File: src/rtl/wfc_pkg.sv
`timescale 1ns / 1ps
// Package for the word frequency counter: beat types, result kinds,
// character constants and the table control bundle. No dependencies.
package wfc_pkg;

    typedef struct packed {
        logic       mode;
        logic [7:0] char_byte;
        logic       end_of_text;
        logic [9:0] read_index;
    } wfc_in_t;

    typedef struct packed {
        logic [1:0]  kind;
        logic [9:0]  entry_index;
        logic [23:0] entry_count;
        logic        is_new;
        logic [31:0] total_words;
        logic [10:0] unique_words;
        logic [7:0]  out_char;
        logic        entry_valid;
        logic        last;
    } wfc_out_t;

    typedef struct packed {
        logic rd_en;
        logic row_we;
        logic cnt_we;
    } wfc_tbl_ctl_t;

    localparam logic       MODE_TEXT    = 1'b0;
    localparam logic       MODE_READ    = 1'b1;
    localparam logic [1:0] KIND_COUNTED = 2'd0;
    localparam logic [1:0] KIND_DROPPED = 2'd1;
    localparam logic [1:0] KIND_READOUT = 2'd2;

    localparam logic [23:0] COUNT_MAX = 24'hFF_FFFF;
    localparam logic [31:0] TOTAL_MAX = 32'hFFFF_FFFF;

    localparam logic [7:0] CH_UPPER_A = 8'h41;
    localparam logic [7:0] CH_UPPER_Z = 8'h5A;
    localparam logic [7:0] CH_LOWER_A = 8'h61;
    localparam logic [7:0] CH_LOWER_Z = 8'h7A;
    localparam logic [7:0] CH_ZERO    = 8'h30;
    localparam logic [7:0] CH_NINE    = 8'h39;
    localparam logic [7:0] CH_APOS    = 8'h27;

    function automatic logic [7:0] fold_char(input logic [7:0] c);
        if (c >= CH_UPPER_A && c <= CH_UPPER_Z) begin
            return c + (CH_LOWER_A - CH_UPPER_A);
        end
        return c;
    endfunction

    function automatic logic is_word_char(input logic [7:0] c);
        return (c >= CH_LOWER_A && c <= CH_LOWER_Z) ||
               (c >= CH_ZERO && c <= CH_NINE) || (c == CH_APOS);
    endfunction

endpackage

File: src/rtl/wfc_word_buf.sv
`timescale 1ns / 1ps
// Pending word assembly: folds case, classifies bytes and appends word
// characters up to MAX_WORD_LEN of them. Depends on wfc_pkg.
module wfc_word_buf
    import wfc_pkg::*;
#(
    parameter int MAX_WORD_LEN = 32,
    parameter int LEN_W        = 6
) (
    input  logic                      aclk,
    input  logic                      aresetn,
    input  logic                      push,
    input  logic [7:0]                char_in,
    input  logic                      clear,
    output logic                      word_char,
    output logic [LEN_W-1:0]          word_len,
    output logic [8*MAX_WORD_LEN-1:0] word_flat
);

    logic [7:0]       buf_reg [MAX_WORD_LEN];
    logic [LEN_W-1:0] len_reg;
    logic [LEN_W-1:0] len_next;
    logic [7:0]       folded;
    logic             append;

    assign folded    = fold_char(char_in);
    assign word_char = is_word_char(folded);
    assign append    = push && word_char && (len_reg < LEN_W'(MAX_WORD_LEN));
    assign word_len  = len_reg;

    always_comb begin
        len_next = len_reg;
        if (clear) begin
            len_next = '0;
        end else if (append) begin
            len_next = len_reg + 1'b1;
        end
    end

    always_ff @(posedge aclk) begin
        if (!aresetn) begin
            len_reg <= '0;
        end else begin
            len_reg <= len_next;
        end
    end

    always_ff @(posedge aclk) begin
        for (int i = 0; i < MAX_WORD_LEN; i++) begin
            if (append && len_reg == LEN_W'(i)) begin
                buf_reg[i] <= folded;
            end
        end
    end

    always_comb begin
        for (int i = 0; i < MAX_WORD_LEN; i++) begin
            word_flat[8*i +: 8] = buf_reg[i];
        end
    end

endmodule

File: config.mk
export PLATFORM = sky130hd
export DESIGN_NAME = wfc_word_buf
export DESIGN_NICKNAME = d
export VERILOG_FILES = /design/src/rtl/wfc_pkg.sv /design/src/rtl/wfc_word_buf.sv
export SDC_FILE = /design/constraint.sdc
export NUM_CORES = 1
export LEC_CHECK = 0
export ABC_CLOCK_PERIOD_IN_PS = 4150
export BUFFER_PORTS_ARGS = -buffer_cell sky130_fd_sc_hd__buf_4
export CAP_MARGIN = 25
export CORE_UTILIZATION = 50
export CTS_CLUSTER_DIAMETER = 30
export DETAILED_ROUTE_END_ITERATION = 7
export HOLD_SLACK_MARGIN = 0.06
export PLACE_DENSITY = 0.78
export SYNTH_ARGS = -nofsm -noshare
export SYNTH_HDL_FRONTEND = slang
export SYNTH_SLANG_ARGS = --single-unit
File: constraint.sdc
create_clock -name aclk -period 4.15 [get_ports aclk]
set_input_delay 1.0375 -clock aclk [delete_from_list [all_inputs] [get_ports aclk]]
set_output_delay 1.0375 -clock aclk [all_outputs]
set_load 0.005 [all_outputs]
==> impl_metrics.py <==
metrics = {
    "die": {
        "core_region_area_um2": 16600,
        "die_w_um": 132,
        "rows": 47,
        "ios": 275,
        "die_h_um": 132,
        "start_util": 0.512,
        "die_area_um2": 17500,
    },
    "timing": {
        "relSlewSlack": 0.488,
        "fmax_mhz": 289,
        "setup_tns_ns": 0,
        "hold_slack_ns": 0.594,
        "fin_crit_ns": 3.46,
        "finalHoldViolations": 0,
        "rsz0062_at_grt": "no",
        "drv_slew": 0,
        "finalSetupViolCount": 0,
        "post-route-period-util": 0.834,
        "worst_pin_slew_ns": 0.765,
        "finClkSkew_ns": 0.0151,
    },
    "cts": {
        "cts_resized": 0,
        "post_cts_buffers": 0,
        "clk_latency_ns": 0.50,
        "cts_tree": "done",
        "cts-buffers-inserted": 39,
        "holdBufCountCts": 0,
        "clkTransAtPathRegs_ns": 0.05,
        "htree_levels": 2,
        "cts-root-buf": "clkbuf_16",
        "clock-sinks": 262,
        "cts_buffer_depth": 3,
    },
    "worst_setup_path": {
        "ff2ff_path_depth": 4,
        "r2r-start": "word_len[5]",
        "worst_path_most_repeated_cell": "buf_4",
        "slowest_stage": "o31ai_1",
        "startpoint_type": "input pin",
        "critPathArrivalTime_ns": 2.43,
        "worstSetupPathType": "in2out",
        "setup.worst_path.end_class": "primary output",
        "rrSetupSlack_ns": 1.55,
        "cp.required_ns": 3.11,
        "cp_max_fo": 8,
        "r2r_end": "buf_reg[0][127]",
        "cpPeakStageDelay_ns": 0.36,
        "crit_chain": "buf_4 -> ha_1 -> o31ai_1 -> o211a_1 -> nor3_1 -> buf_4",
    },
    "place": {
        "hpwl_um": 13500,
        "routabilityCongestion": 0.807,
        "io_buffers": 274,
    },
    "detailed_routing": {
        "drtIter0Drc": 333,
        "drc": 0,
        "top_layer_used": "met4",
        "routed-wl-met3_um": 1770,
        "vias": 4972,
        "dr_wl_met2_um": 11100,
        "drt-total-wl_um": 21800,
        "met1Wirelength_um": 8450,
        "ant_nets": 0,
        "dr.pass1.iters": 5,
        "post_drt_wl_per_cell_um": 23.0,
        "routed_via_density": 5.25,
    },
    "synth": {
        "synth_edf_count": 256,
        "synthCells": 374,
        "syn_nets": 391,
        "ys.flop_type": "edfxtp_1",
        "synth.distinct_cells": 33,
        "async_flop_share": 0,
        "synth_seq_cells": 262,
        "seq_area_frac_synth": 0.919,
        "synth_area_um2": 8500,
        "avgSynthCellArea_um2": 22.7,
        "yosys_warnings": 0,
    },
    "run": {
        "max_cap_viol_count": 0,
    },
    "pwr": {
        "p_seq_frac": 0.461,
        "pwr_density_cell_nw_per_um2": 517,
        "switching_share": 0.196,
        "peakVddDrop_uv": 374,
        "comb_power_share": 0.018,
        "power.leakage_nw": 4.56,
        "internal-power_w": 0.00508,
        "power_frac_clock": 0.521,
        "power_switching_w": 0.00124,
    },
    "final_layout": {
        "area_growth_pct": 43.9,
        "fill_cells": 1003,
        "n_antenna_cell": 0,
        "layout.nets": 715,
        "largest_reg_flops": 256,
        "drive_gt1_frac": 0.490,
    },
    "global_routing": {
        "grt_pass1_vias": 4967,
        "grt_usage": 0.249,
        "grt_pass1_wl_um": 31400,
        "antenna_found_initial": 0,
        "grt_max_degree": 39,
        "grt.overflow.total": 0,
    },
    "hold_path": {
        "hold_depth": 2,
        "min_to": "word_len[4]",
        "hp-start": "word_len[4]",
        "min_path_type": "reg2reg",
    },
    "run_status": {
        "status": "completed",
    },
}
==> power groups by stage <==
stage | clock network, W | registers [W] | logic, W
2_1_floorplan | 0 | 0.00297 | 0.0000347
5_1_grt | 0.00344 | 0.00291 | 0.000123
6_report | 0.00329 | 0.00291 | 0.000115
4_1_cts | 0.00332 | 0.00291 | 0.000115
3_5_place_dp | 0 | 0.00297 | 0.000114
3_3_place_gp | 0 | 0.00297 | 0.000110
==> stage by stage <==
step | instance area (um2) | power, W | util | setup WS, ns | cells
floorplan | 8500 | 0.00300 | - | 0.895 | 374
global placement | 10900 | 0.00308 | 0.657 | 0.663 | 877
detailed placement | 10900 | 0.00308 | 0.657 | 0.542 | 877
CTS | 12200 | 0.00635 | 0.737 | 0.691 | 947
global route | 12200 | 0.00647 | 0.737 | 0.603 | 947
finish | 12200 | 0.00631 | 0.737 | 0.687 | 947
==> cell type report <==
type | count | area [um2] | share of cell area
multi-input cells | 106 | 662 | 0.0542
well taps | 220 | 275 | 0.0225
clock inverters | 24 | 314 | 0.0257
repair buffers | 284 | 2130 | 0.174
clock buffers | 46 | 1010 | 0.0828
inverters | 5 | 18.8 | 0.00154
flip-flops and latches | 262 | 7810 | 0.639
==> cells by family (layout without fill, tap and decap cells) <==
family                     Yosys count  in the layout  synth area share
muxes                                2              2           0.00236
adders and majority gates            5              5           0.00736
DFF                                262            262             0.919
AOI/OAI and AO/OA                   22             22            0.0219
and+or+nand+nor                     77             77            0.0458
buffers and inverters                6            359           0.00353
==> worst max path at each step <==
stage | depth (start not counted) | end | slack, ns | startpoint
after floorplan | 3 | buf_reg[0][103] | 0.89 | char_in[0]
after global placement | 5 | buf_reg[0][98] | 0.66 | char_in[4]
after detailed placement | 5 | buf_reg[0][101] | 0.54 | char_in[4]
after CTS | 5 | word_char | 0.69 | char_in[3]
after global routing | 6 | word_char | 0.60 | char_in[5]
final | 6 | word_char | 0.69 | char_in[5]
==> synthesized netlist by cell type, drive strengths merged, types with 2 or more instances <==
cell	number	area share
o21ai	2	0.0012
or4	2	0.0018
nand2b	4	0.0029
nor2b	6	0.0044
nand4	5	0.0059
ha	5	0.0074
mux2i	2	0.0024
inv	5	0.0022
nand4b	2	0.0021
a21oi	4	0.0028
o2111ai	2	0.0021
dfxtp	6	0.014
nor2	37	0.016
edfxtp	256	0.90
nand3	4	0.0024
nand2	11	0.0049
o31ai	4	0.0035
nor4	2	0.0015
o21a	3	0.0027
==> layout by cell type (no fill, tap or decap), types with 5 or more instances in the layout <==
cell type,netlist,layout
buf_4,0,284
edfxtp_1,256,256
clkbuf_16,0,39
nor2_1,37,37
nand2_1,11,11
inv_6,0,8
nor2b_1,6,6
bufinv_16,0,6
clkbuf_1,0,6
dfxtp_1,6,6
inv_1,5,5
ha_1,5,5
clkinvlp_4,0,5
==> routing by layer <==
layer,track usage,vias up
met3,0.0634,37
li1,-,2145
met1,0.318,2496
met2,0.417,294
met5,0,-
met4,0.0881,0
==> worst max-delay path: cells and delay by family <==
kind,cells,cell delay (ns)
simple gates,1,0.09
buf+inv,2,0.30
fa+ha+maj,1,0.31
compound gates,2,0.70
(Power assumes the default switching activity.)
